--- config.mk ---
export PLATFORM = sky130hd
export DESIGN_NAME = power_mcu_register_device_core_flat
export DESIGN_NICKNAME = d
export VERILOG_FILES = /design/src/pmrd_pkg.sv /design/src/pmrd_req_if.sv /design/src/pmrd_rsp_if.sv /design/src/power_mcu_register_device_core.sv /design/src/pmrd_regfile.sv /design/src/flat_wrapper.sv
export SDC_FILE = /design/constraint.sdc
export NUM_CORES = 2
export LEC_CHECK = 0
export BUFFER_PORTS_ARGS = -buffer_cell sky130_fd_sc_hd__buf_2
export CORE_ASPECT_RATIO = 0.8
export CORE_MARGIN = 5
export CORE_UTILIZATION = 45
export CTS_CLUSTER_SIZE = 8
export DETAILED_ROUTE_END_ITERATION = 12
export HOLD_SLACK_MARGIN = 0.02
export PLACE_DENSITY_LB_ADDON = 0.25
export RECOVER_POWER = 25
export SLEW_MARGIN = 20
export SYNTH_ARGS = -nofsm -noshare
export SYNTH_HDL_FRONTEND = slang
export SYNTH_SLANG_ARGS = --single-unit
--- constraint.sdc ---
create_clock -name clock -period 8.3 [get_ports clock]
set_input_delay 1.66 -clock clock [delete_from_list [all_inputs] [get_ports clock]]
set_output_delay 1.66 -clock clock [all_outputs]
set_load 0.01 [all_outputs]
--- src/pmrd_pkg.sv ---
// -----------------------------------------------------------------------------
// Power MCU register device package
// Shared types and constants: opcodes, register map, transaction structs.
// -----------------------------------------------------------------------------
package pmrd_pkg;

   localparam int DATA_W  = 8;
   localparam int EVENT_W = 32;

   typedef enum logic [1:0] {
      OP_SET_PTR = 2'd0,
      OP_WRITE   = 2'd1,
      OP_READ    = 2'd2,
      OP_EVENT   = 2'd3
   } op_type;

   // register map
   localparam logic [7:0] ADDR_ID0       = 8'h00;
   localparam logic [7:0] ADDR_ID1       = 8'h01;
   localparam logic [7:0] ADDR_BATTERY   = 8'h0B;
   localparam logic [7:0] ADDR_RAIL_STAT = 8'h0F;
   localparam logic [7:0] ADDR_FLAG0     = 8'h10;
   localparam logic [7:0] ADDR_FLAG1     = 8'h11;
   localparam logic [7:0] ADDR_FLAG2     = 8'h12;
   localparam logic [7:0] ADDR_FLAG3     = 8'h13;
   localparam logic [7:0] ADDR_MASK0     = 8'h18;
   localparam logic [7:0] ADDR_MASK1     = 8'h19;
   localparam logic [7:0] ADDR_MASK2     = 8'h1A;
   localparam logic [7:0] ADDR_MASK3     = 8'h1B;
   localparam logic [7:0] ADDR_RAIL_CTRL = 8'h22;
   localparam logic [7:0] ADDR_RAM_IDX   = 8'h60;
   localparam logic [7:0] ADDR_RAM_DATA  = 8'h61;

   // pointer values that turn auto-increment off
   localparam logic [7:0] NOINC_A = 8'h29;
   localparam logic [7:0] NOINC_B = 8'h2D;
   localparam logic [7:0] NOINC_C = 8'h4F;
   localparam logic [7:0] NOINC_D = 8'h61;
   localparam logic [7:0] NOINC_E = 8'h7F;

   localparam logic [7:0] ID_BYTE0       = 8'h13;
   localparam logic [7:0] ID_BYTE1       = 8'h41;
   localparam logic [7:0] RAIL_STAT_BASE = 8'h02;
   localparam logic [7:0] BATTERY_RESET  = 8'h64;
   localparam logic [5:0] RAIL_FLAG_BITS = 6'h3F;

   typedef struct packed {
      op_type              opcode;
      logic [DATA_W-1:0]   data_byte;
      logic [EVENT_W-1:0]  event_mask;
   } pmrd_item_type;

   typedef struct packed {
      logic [DATA_W-1:0]   read_byte;
      logic                irq_request;
      logic [DATA_W-1:0]   rail_state;
   } pmrd_result_type;

endpackage

--- src/pmrd_req_if.sv ---
// -----------------------------------------------------------------------------
// Request channel interface
// Valid/ready channel carrying one register access transaction.
// -----------------------------------------------------------------------------
interface pmrd_req_if;
   import pmrd_pkg::*;

   logic                valid;
   logic                ready;
   logic [1:0]          opcode;
   logic [DATA_W-1:0]   data_byte;
   logic [EVENT_W-1:0]  event_mask;

   modport source (output valid, output opcode, output data_byte, output event_mask,
                   input ready);
   modport sink   (input valid, input opcode, input data_byte, input event_mask,
                   output ready);
endinterface

--- src/pmrd_rsp_if.sv ---
// -----------------------------------------------------------------------------
// Response channel interface
// Valid/ready channel carrying one result transaction.
// -----------------------------------------------------------------------------
interface pmrd_rsp_if;
   import pmrd_pkg::*;

   logic                valid;
   logic                ready;
   logic [DATA_W-1:0]   read_byte;
   logic                irq_request;
   logic [DATA_W-1:0]   rail_state;

   modport source (output valid, output read_byte, output irq_request, output rail_state,
                   input ready);
   modport sink   (input valid, input read_byte, input irq_request, input rail_state,
                   output ready);
endinterface

--- src/power_mcu_register_device_core.sv ---
// Path: a transaction accepted into the input register is executed into the result
//   register, which then presents it on the response channel.
// Throughput: one transaction per cycle; the input register, the execute stage and the
//   result register all move together whenever the result side is not stalled.
// Reset: synchronous, active high; clears pointer, flags, mask, rails, RAM index and the
//   RAM valid bits at once (no clearing pass), battery level returns to 100.
// -----------------------------------------------------------------------------
// Power MCU register device core
// Byte-wide register device with interrupt flags, rail control and scratch RAM.
// -----------------------------------------------------------------------------
module power_mcu_register_device_core #(
   parameter int RAM_BYTES = 200
) (
   input  logic                         clock,
   input  logic                         reset,
   pmrd_req_if.sink                     req_bus,
   pmrd_rsp_if.source                   rsp_bus,
   input  logic                         csr_wr_en,
   input  logic [pmrd_pkg::DATA_W-1:0]  csr_wr_data
);
   import pmrd_pkg::*;

   // battery level register, written from the CSR port
   logic [DATA_W-1:0]  battery_ff;

   // input register stage
   logic               a_valid_ff, a_valid_in;
   pmrd_item_type      a_item_ff;

   // result register stage (payload lives in the register file)
   logic               b_valid_ff, b_valid_in;

   logic               req_fire;
   logic               exec;
   pmrd_result_type    result;

   // The input stage executes when the result register is free or draining this cycle.
   assign exec          = a_valid_ff && (!b_valid_ff || rsp_bus.ready);
   // A new transaction is taken whenever the input register is empty or moving on,
   // even while a finished result waits at the output.
   assign req_bus.ready = !a_valid_ff || exec;
   assign req_fire      = req_bus.valid && req_bus.ready;

   assign a_valid_in = req_fire || (a_valid_ff && !exec);
   assign b_valid_in = exec || (b_valid_ff && !rsp_bus.ready);

   always_ff @(posedge clock) begin
      if (reset) begin
         a_valid_ff <= 1'b0;
         b_valid_ff <= 1'b0;
         battery_ff <= BATTERY_RESET;
      end else begin
         a_valid_ff <= a_valid_in;
         b_valid_ff <= b_valid_in;
         if (csr_wr_en) begin
            battery_ff <= csr_wr_data;
         end
      end
   end

   // transaction payload capture; no reset needed
   always_ff @(posedge clock) begin
      if (req_fire) begin
         a_item_ff.opcode     <= op_type'(req_bus.opcode);
         a_item_ff.data_byte  <= req_bus.data_byte;
         a_item_ff.event_mask <= req_bus.event_mask;
      end
   end

   // All state updates apart from the battery level, and the result register, sit behind
   // this boundary; each exec consumes exactly one transaction and loads exactly one result.
   pmrd_regfile #(
      .RAM_BYTES (RAM_BYTES)
   ) u_regfile (
      .clock         (clock),
      .reset         (reset),
      .exec          (exec),
      .item          (a_item_ff),
      .battery_level (battery_ff),
      .result        (result)
   );

   assign rsp_bus.valid       = b_valid_ff;
   assign rsp_bus.read_byte   = result.read_byte;
   assign rsp_bus.irq_request = result.irq_request;
   assign rsp_bus.rail_state  = result.rail_state;

endmodule

--- src/pmrd_regfile.sv ---
// -----------------------------------------------------------------------------
// Register file and execute stage
// Device state, scratch RAM and the result register, updated once per exec.
// -----------------------------------------------------------------------------
module pmrd_regfile #(
   parameter int RAM_BYTES = 200
) (
   input  logic                       clock,
   input  logic                       reset,
   input  logic                       exec,
   input  pmrd_pkg::pmrd_item_type    item,
   input  logic [pmrd_pkg::DATA_W-1:0] battery_level,
   output pmrd_pkg::pmrd_result_type  result
);
   import pmrd_pkg::*;

   localparam int         RAM_AW    = (RAM_BYTES > 1) ? $clog2(RAM_BYTES) : 1;
   localparam logic [8:0] RAM_LIMIT = 9'(RAM_BYTES);

   logic [7:0]            ptr_ff, ptr_in;
   logic                  autoinc_ff, autoinc_in;
   logic [EVENT_W-1:0]    flags_ff, flags_in;
   logic [EVENT_W-1:0]    mask_ff, mask_in;
   logic [7:0]            rails_ff, rails_in;
   logic [7:0]            ram_idx_ff, ram_idx_in;
   logic [RAM_BYTES-1:0]  ram_valid_ff;

   logic [7:0]            ram_mem [RAM_BYTES];
   logic [7:0]            ram_rd_ff;
   logic                  ram_hit_ff, ram_hit_in;
   logic [7:0]            rbyte_ff, rbyte_in;
   logic                  irq_ff, irq_in;
   logic [7:0]            rail_out_ff;

   logic                  ram_we;
   logic                  ram_in_range;
   logic [RAM_AW-1:0]     ram_addr;
   logic [1:0]            byte_sel;
   logic [7:0]            d;

   assign d            = item.data_byte;
   assign byte_sel     = ptr_ff[1:0];
   assign ram_addr     = ram_idx_ff[RAM_AW-1:0];
   assign ram_in_range = ({1'b0, ram_idx_ff} < RAM_LIMIT);

   always_comb begin
      ptr_in     = ptr_ff;
      autoinc_in = autoinc_ff;
      flags_in   = flags_ff;
      mask_in    = mask_ff;
      rails_in   = rails_ff;
      ram_idx_in = ram_idx_ff;
      ram_we     = 1'b0;
      ram_hit_in = 1'b0;
      rbyte_in   = '0;
      irq_in     = 1'b0;

      unique case (item.opcode)
         OP_SET_PTR: begin
            ptr_in     = d;
            autoinc_in = !(d == NOINC_A || d == NOINC_B || d == NOINC_C ||
                           d == NOINC_D || d == NOINC_E);
         end
         OP_READ: begin
            ptr_in = ptr_ff + {7'd0, autoinc_ff};
            unique case (ptr_ff)
               ADDR_ID0:       rbyte_in = ID_BYTE0;
               ADDR_ID1:       rbyte_in = ID_BYTE1;
               ADDR_BATTERY:   rbyte_in = battery_level;
               ADDR_RAIL_STAT: rbyte_in = RAIL_STAT_BASE | rails_ff;
               ADDR_FLAG0, ADDR_FLAG1, ADDR_FLAG2, ADDR_FLAG3: begin
                  // read-to-clear of one flag byte
                  rbyte_in = flags_ff[byte_sel*8 +: 8];
                  flags_in[byte_sel*8 +: 8] = '0;
               end
               ADDR_MASK0, ADDR_MASK1, ADDR_MASK2, ADDR_MASK3:
                  rbyte_in = mask_ff[byte_sel*8 +: 8];
               ADDR_RAM_IDX:   rbyte_in = ram_idx_ff;
               ADDR_RAM_DATA: begin
                  // data comes from the RAM output register; unwritten reads zero
                  ram_hit_in = ram_in_range && ram_valid_ff[ram_addr];
                  ram_idx_in = ram_idx_ff + 8'd1;
               end
               default:        rbyte_in = '0;
            endcase
         end
         OP_WRITE: begin
            ptr_in = ptr_ff + {7'd0, autoinc_ff};
            unique case (ptr_ff)
               ADDR_MASK0, ADDR_MASK1, ADDR_MASK2, ADDR_MASK3: begin
                  mask_in[byte_sel*8 +: 8] = d;
                  irq_in = |(flags_ff & ~mask_in);
               end
               ADDR_RAIL_CTRL: begin
                  // ordered clear/set sequence
                  if (d[0]) rails_in    = '0;
                  if (d[1]) rails_in[7] = 1'b1;
                  if (d[2]) rails_in[5] = 1'b0;
                  if (d[3]) rails_in[5] = 1'b1;
                  if (d[4]) rails_in[6] = 1'b0;
                  if (d[5]) rails_in[6] = 1'b1;
                  flags_in = flags_ff | {2'd0, d[5:0] & RAIL_FLAG_BITS, 24'd0};
                  irq_in   = |(flags_in & ~mask_ff);
               end
               ADDR_RAM_IDX:  ram_idx_in = d;
               ADDR_RAM_DATA: begin
                  if (ram_in_range) begin
                     ram_we     = 1'b1;
                     ram_idx_in = ram_idx_ff + 8'd1;
                  end
               end
               default: ;
            endcase
         end
         OP_EVENT: begin
            flags_in = flags_ff | item.event_mask;
            irq_in   = |(flags_in & ~mask_ff);
         end
         default: ;
      endcase
   end

   always_ff @(posedge clock) begin
      if (reset) begin
         ptr_ff       <= '0;
         autoinc_ff   <= 1'b0;
         flags_ff     <= '0;
         mask_ff      <= '0;
         rails_ff     <= '0;
         ram_idx_ff   <= '0;
         ram_valid_ff <= '0;
      end else if (exec) begin
         ptr_ff     <= ptr_in;
         autoinc_ff <= autoinc_in;
         flags_ff   <= flags_in;
         mask_ff    <= mask_in;
         rails_ff   <= rails_in;
         ram_idx_ff <= ram_idx_in;
         if (ram_we) begin
            ram_valid_ff[ram_addr] <= 1'b1;
         end
      end
   end

   // scratch RAM: one write port, one registered read port
   always_ff @(posedge clock) begin
      if (exec && ram_we) begin
         ram_mem[ram_addr] <= d;
      end
   end

   always_ff @(posedge clock) begin
      if (exec) begin
         ram_rd_ff <= ram_mem[ram_addr];
      end
   end

   always_ff @(posedge clock) begin
      if (exec) begin
         ram_hit_ff  <= ram_hit_in;
         rbyte_ff    <= rbyte_in;
         irq_ff      <= irq_in;
         rail_out_ff <= rails_in;
      end
   end

   assign result.read_byte   = ram_hit_ff ? ram_rd_ff : rbyte_ff;
   assign result.irq_request = irq_ff;
   assign result.rail_state  = rail_out_ff;

endmodule

--- src/flat_wrapper.sv ---
// flat-port wrapper written by rule: the top's interface ports become plain ports
module power_mcu_register_device_core_flat import pmrd_pkg::*;
#(
   parameter int RAM_BYTES = 200
)
  (clock, reset, csr_wr_en, csr_wr_data, req_bus_valid, req_bus_opcode, req_bus_data_byte, req_bus_event_mask, req_bus_ready, rsp_bus_valid, rsp_bus_read_byte, rsp_bus_irq_request, rsp_bus_rail_state, rsp_bus_ready);
  pmrd_req_if req_bus_i ();
  pmrd_rsp_if rsp_bus_i ();
  input  logic clock;
  input  logic reset;
  input  logic csr_wr_en;
  input  logic [pmrd_pkg::DATA_W-1:0] csr_wr_data;
  input wire logic [$bits(req_bus_i.valid)-1:0] req_bus_valid;
  input wire logic [$bits(req_bus_i.opcode)-1:0] req_bus_opcode;
  input wire logic [$bits(req_bus_i.data_byte)-1:0] req_bus_data_byte;
  input wire logic [$bits(req_bus_i.event_mask)-1:0] req_bus_event_mask;
  output wire logic [$bits(req_bus_i.ready)-1:0] req_bus_ready;
  output wire logic [$bits(rsp_bus_i.valid)-1:0] rsp_bus_valid;
  output wire logic [$bits(rsp_bus_i.read_byte)-1:0] rsp_bus_read_byte;
  output wire logic [$bits(rsp_bus_i.irq_request)-1:0] rsp_bus_irq_request;
  output wire logic [$bits(rsp_bus_i.rail_state)-1:0] rsp_bus_rail_state;
  input wire logic [$bits(rsp_bus_i.ready)-1:0] rsp_bus_ready;
  assign req_bus_i.valid = req_bus_valid;
  assign req_bus_i.opcode = req_bus_opcode;
  assign req_bus_i.data_byte = req_bus_data_byte;
  assign req_bus_i.event_mask = req_bus_event_mask;
  assign req_bus_ready = req_bus_i.ready;
  assign rsp_bus_valid = rsp_bus_i.valid;
  assign rsp_bus_read_byte = rsp_bus_i.read_byte;
  assign rsp_bus_irq_request = rsp_bus_i.irq_request;
  assign rsp_bus_rail_state = rsp_bus_i.rail_state;
  assign rsp_bus_i.ready = rsp_bus_ready;
  power_mcu_register_device_core #(.RAM_BYTES(RAM_BYTES)) u_core (.clock(clock), .reset(reset), .req_bus(req_bus_i), .rsp_bus(rsp_bus_i), .csr_wr_en(csr_wr_en), .csr_wr_data(csr_wr_data));
endmodule
Word level (Yosys, flattened, before mapping)
Memories as Yosys holds them, arrays and structs flattened. A register that Yosys moved wholly into a read port is not among the register bits.
Cells that the tools add are included.

storage, ports and cells
  register bits after elaboration = 359
  RAM bits = 1600
  bits of input ports = 55
  output and inout bits = 19
  logic and storage cells = 133
  memories = 1

operators by class
  add/sub/neg operators = 3
  order comparisons = 3
  eq/ne operators = 27
  shifts and indexed selects = 5
  mux-type cells = 31
  bitwise logic cells = 8
  reduce and logical (&&, ||, !) cells = 38

memories
  name                      words  width  read ports  clocked after Yosys merged registers in  write ports  line                source
  u_core.u_regfile.ram_mem  200    8      1           1                                        1            pmrd_regfile.sv:28  logic [7:0] ram_mem [RAM_BYTES];

operator list
  cell                                                         count
  bitwise OR 200 bit                                           1
  AND 32 bit                                                   3
  one-hot mux 32 bit (3 select lines)                          1
  OR reduction 32 bit                                          3
  bitwise mux 32 bit                                           2
  == test 8 x 5 -> 1 bit, second input constant                8
  two-way mux 32 bit                                           2
  inverter 32 bit                                              2
  variable part select 32 x 6 -> 8 bit                         2
  one-hot mux 8 bit (7 select lines)                           1
  two-way mux 8 bit                                            6
  one-hot mux 8 bit (2 select lines)                           3
  == test 8 x 7 -> 1 bit, second input constant                5
  negator 5 -> 34 bit                                          1
  variable shift 8 x 34 -> 32 bit, first input constant        1
  variable part select 8 x 34 -> 32 bit                        1
  variable part select 8 x 34 -> 32 bit, first input constant  1
  bitwise OR 32 x 30 -> 32 bit                                 1
  bitwise OR 32 bit                                            1
  == test 8 x 6 -> 1 bit, second input constant                3
  == test 8 x 4 -> 1 bit, second input constant                2
  two-way mux 1 bit                                            12
  < comparator 8 x 9 -> 1 bit, second input constant           1
  adder 8 x 1 -> 8 bit                                         1
  other kinds (26)                                             51

Longest topological paths before layout
  depth after elaboration = 8
  mapped depth = 12
  mapped depth without buffers = 9

Modules after synthesis
Synthesis repeated with hierarchy kept, for this count alone.

second synthesis, totals
  cells, all modules = 4272
  area total of the unflattened synthesis = 77321.7 um2

by module, submodules not included
  module                          instances  cells an instance  area an instance (um2)  seq. area each (um2)
  pmrd_regfile                    1          4194               75680.1                 54612.4
  power_mcu_register_device_core  1          78                 1641.6                  1461.4

Worst setup path after synthesis
OpenSTA, ideal clock, no wires.

  path type = flip-flop to flip-flop
  from = register u_core.a_item_ff[33] (netlist bit)
  to = register u_core.u_regfile.irq_ff (data pin)
  library setup time = 0.278 ns
  data arrival time = 3.700 ns
  required time = 8.022 ns
  path slack = 4.322 ns
  cell stages (with the launch flop) = 7
  buffers on the path = 1
  clock period less this slack = 3.978 ns
  cell sequence = edfxtp_1 > clkbuf_1 > a221oi_1 > nor4_1 > nand3_1 > nor3_1 > o311ai_0

on the way
  cells in the longest elaborated chain, start to end = 7
  elaborated cells between the ends (all ways) = 10
  classes of those cells = 1 x shift; 3 x mux; 4 x bitwise; 2 x reduce/logical

ends and longest elaborated chain
  item                                   line                                  source
  start, declared                        power_mcu_register_device_core.sv:28  pmrd_item_type a_item_ff;
  variable part select 8 x 34 -> 32 bit  pmrd_regfile.sv:91                    mask_in[byte_sel*8 +: 8] = d;
  bitwise mux 32 bit                     pmrd_regfile.sv:91
  inverter 32 bit                        pmrd_regfile.sv:92                    irq_in = |(flags_ff & ~mask_in);
  AND 32 bit                             pmrd_regfile.sv:92
  OR reduction 32 bit                    pmrd_regfile.sv:92
  one-hot mux 1 bit (2 select lines) *   pmrd_regfile.sv:89                    unique case (ptr_ff)
  one-hot mux 1 bit (2 select lines) *   pmrd_regfile.sv:58                    unique case (item.opcode)
  via u_core.u_regfile.irq_in            pmrd_regfile.sv:32                    logic irq_ff, irq_in;
  end signal, assigned                   pmrd_regfile.sv:162                   irq_ff <= irq_in;
  end, declared                          pmrd_regfile.sv:32

Mark *: on every way through the listed nets, which the timed path passes. The rest lies on a longest branch.
A chain may end at the register's enable or synchronous reset.

Worst setup path after layout
  from = register u_core.a_item_ff[35] (netlist bit)
  to = register u_core.u_regfile.irq_ff (data pin)

The elaborated chain is that of the path after synthesis.

==> run summary <==
CP required - 8860 ps
NetSw - 4.61 mW
CTS max path bufs - 4
Async S/R FF share, synth - 0%
Area contributors post-synth - edfxtp_1 (65%), mux4_2 (14%), dfxtp_1 (7.7%)
Register area share after synthesis - 72.4%
Most common flop cell mapped by yosys - edfxtp_1
Clk sinks - 1967
Share of cells above drive strength 1 - 20.7%
Rel. slew slack - -217%
Gpl congestion - 0.944
Seq pwr share - 48.5%
Hold Buf Count CTS - 0
PwrDens - 251 mW/mm2
Synth top area share - 64.6%
Worst slew pin tran - 4750 ps
Final Cell Area - 0.0886 mm2
Worst EP arrival - 6420 ps
Fin Clk Skew - 52.4 ps
P_leak - 27.7 nW
Cell area after synthesis - 0.0775 mm2
Status - complete, but fails checks
Top cells by count, synth - edfxtp_1 (1668), nor2_1 (744), mux4_2 (475)
Critical path fanouts, max - 83
#FFs+latches synth - 1967
Vias post-DR - 44.3k
Max rail drop VDD - 0.218 mV
Fmax - 171 MHz
Hold WC Path Type - reg -> reg
Fin. Hold Viols - 0
GRT Util Overall - 24.8%
Combinational power share - 3.0%
Largest net degree at the start of global routing - 176
Maxcap violations - 4
RSZ-0062 raised after global routing - no
Die H - 381 um
Net Count, Synth - 4501
Placement Cell Area - 0.0802 mm2
Total number of yosys warnings - 0
Cell Count, Final, Fillers Out - 7121
Routed WL - 227 mm
TritonCTS buffer count - 295
CTS tree - yes
Drt pass-1 iters - 8
Clock share of power - 48.5%
Clk Tree Root Cell - clkbuf_16
Max Transition Viols Final - 255
Nets - 4691
H-tree depth - 5
Violated checks - capacitance limit, slew limit
Top Ports - 74
Number of global-route vias before repair - 42.4k
Resized Gates After CTS - 0
Tmin final - 5860 ps
First-pass GRT wire length - 321 mm
DR WL/cell - 31.8 um
Port Buffer Count - 73
Worst hold slack - 461 ps
WS Path Type - reg -> reg
Die ar. - 0.181 mm2
Clock slew seen by the registers of the worst setup and hold paths - 50 ps
Final Util - 51.6%
Tcrit/Tclk final - 70.6%
Detail Placement HPWL - 135 mm
Initial DRC count - 6437
# Post-CTS Setup Buffers - 0
Fin Setup TNS - 0 ps
Grt total ovfl - 0
Synth area leader - edfxtp_1
Cells after Synth - 4430
Layout area overhead - 14.3%
Starting Density - 45.2%
Post-DRT Antenna Nets - 0
Vias per inst - 6.22
Die W - 474 um
EDFF count, synth - 1668
Inst Count DP - 6599
Distinct cells, synth - 72
Avg Inst Size Synth - 17.5 um2
Critical path capture point type - flip-flop
Final setup viols - 0
Rows - 136
Latest clock arrival within the worst-skew pair - 910 ps
Worst setup SP type - flip-flop
Initial antenna violation count - 10
Top-count cell post-synth - edfxtp_1
Net Sw Frac - 20.7%
Core area - 0.172 mm2
Drt drc - 0
Pint - 17.6 mW
## per-stage QoR
stage | setup slack (ps) | power (mW)
2_1_floorplan | 4320 | 11.4
3_3_place_gp | 3190 | 11.6
3_5_place_dp | 3150 | 11.6
4_1_cts | 3720 | 22.4
5_1_grt | 2350 | 22.9
6_report | 2440 | 22.2
## routing by layer
layer	up-vias	GRT usage [%]	part of all wire (%)
li1	18000	-	-
met1	22900	38.5	43
met2	2959	33.4	42
met3	455	7.57	12
met4	6	7.78	3.0
met5	-	0	0.019
## cell type report
class                      count  area, um2
fill                       13700      83000
sequential                  1967      56100
multi-input combinational   2152      19900
clock buffer                 503       8250
tap                         2277       2850
timing repair buffer         155       1130
inverter                      49        191
clock inverter                10        103
antenna                        8       20.0
## cells in the final DEF (no fill, tap or decap), types with 8 or more instances in the layout
master / n
ha_1: 16
nor3_1: 15
a31oi_1: 10
a22oi_1: 123
mux4_2: 475
mux2_2: 16
buf_4: 65
mux2i_1: 118
clkbuf_1: 209
nand3_1: 45
a211oi_1: 14
a22o_1: 17
buf_12: 12
a32oi_1: 18
o21ai_0: 40
dfxtp_1: 295
clkbuf_16: 299
buf_2: 71
nand2b_1: 8
o22ai_1: 34
a21oi_1: 63
inv_6: 8
o211ai_1: 9
nor2_1: 736
nand2_1: 177
nand4_1: 17
and2_1: 20
edfxtp_1: 1668
nor4_1: 19
inv_1: 44
o21ba_2: 10
a221oi_1: 35
nand2_2: 17
diode_2: 8
## sequential cells by signal, summed over array words and instances, names as in the netlist
signal	flops
u_core.rsp_bus.valid	1
u_core.u_regfile.irq_ff	1
u_core.a_valid_ff	1
u_core.u_regfile.flags_ff	32
u_core.u_regfile.rails_ff	8
u_core.u_regfile.ram_mem	1600
u_core.u_regfile.mask_ff	32
u_core.u_regfile.ram_hit_ff	1
u_core.u_regfile.rbyte_ff	8
u_core.u_regfile.rail_out_ff	8
u_core.u_regfile.ram_addr	8
u_core.u_regfile.ptr_ff	8
u_core.a_item_ff	42
u_core.battery_ff	8
u_core.u_regfile.autoinc_ff	1
u_core.u_regfile.ram_rd_ff	8
u_core.u_regfile.ram_valid_ff	200
## critical path, cell delays in order (launching register included)
cell	delay [ps]
edfxtp_1	320
clkbuf_1	3300
a221oi_1	560
nor4_1	690
nand3_1	160
nor3_1	220
o311ai_0	210
## logic make-up (layout without fill, tap and decap cells)
logic type	after synthesis	in the layout	synth area share [%]
flip-flops	1967	1967	72.4
AND/OR/NAND/NOR	1097	1097	5.81
multiplexers	609	609	15.6
AO/OA/AOI/OAI	430	430	3.98
buffers and inverters	311	717	2.02
adder cells (fa/ha/maj)	16	16	0.258
other	0	8	0
## power by group through the flow
stage	Combinational (mW)	Clock [mW]	Sequential, mW
2_1_floorplan	0.326	0	11.0
3_3_place_gp	0.654	0	11.0
3_5_place_dp	0.660	0	11.0
4_1_cts	0.660	10.9	10.8
5_1_grt	0.697	11.4	10.8
6_report	0.664	10.8	10.8
## final timing paths
check                                                                      from                                              end  slack (ps)  cells past startpoint
worst max-delay path                             u_core.a_item_ff[35]$_DFFE_PP_                u_core.u_regfile.irq_ff$_DFFE_PP_        2440                      6
worst min-delay path            u_core.u_regfile.ram_valid_ff[173]$_SDFFE_PP0P_  u_core.u_regfile.ram_valid_ff[173]$_SDFFE_PP0P_         460                      2
worst max register to register                   u_core.a_item_ff[35]$_DFFE_PP_                u_core.u_regfile.irq_ff$_DFFE_PP_        2440                      6
worst min register to register  u_core.u_regfile.ram_valid_ff[173]$_SDFFE_PP0P_  u_core.u_regfile.ram_valid_ff[173]$_SDFFE_PP0P_         460                      2
(Power assumes the default switching activity.)
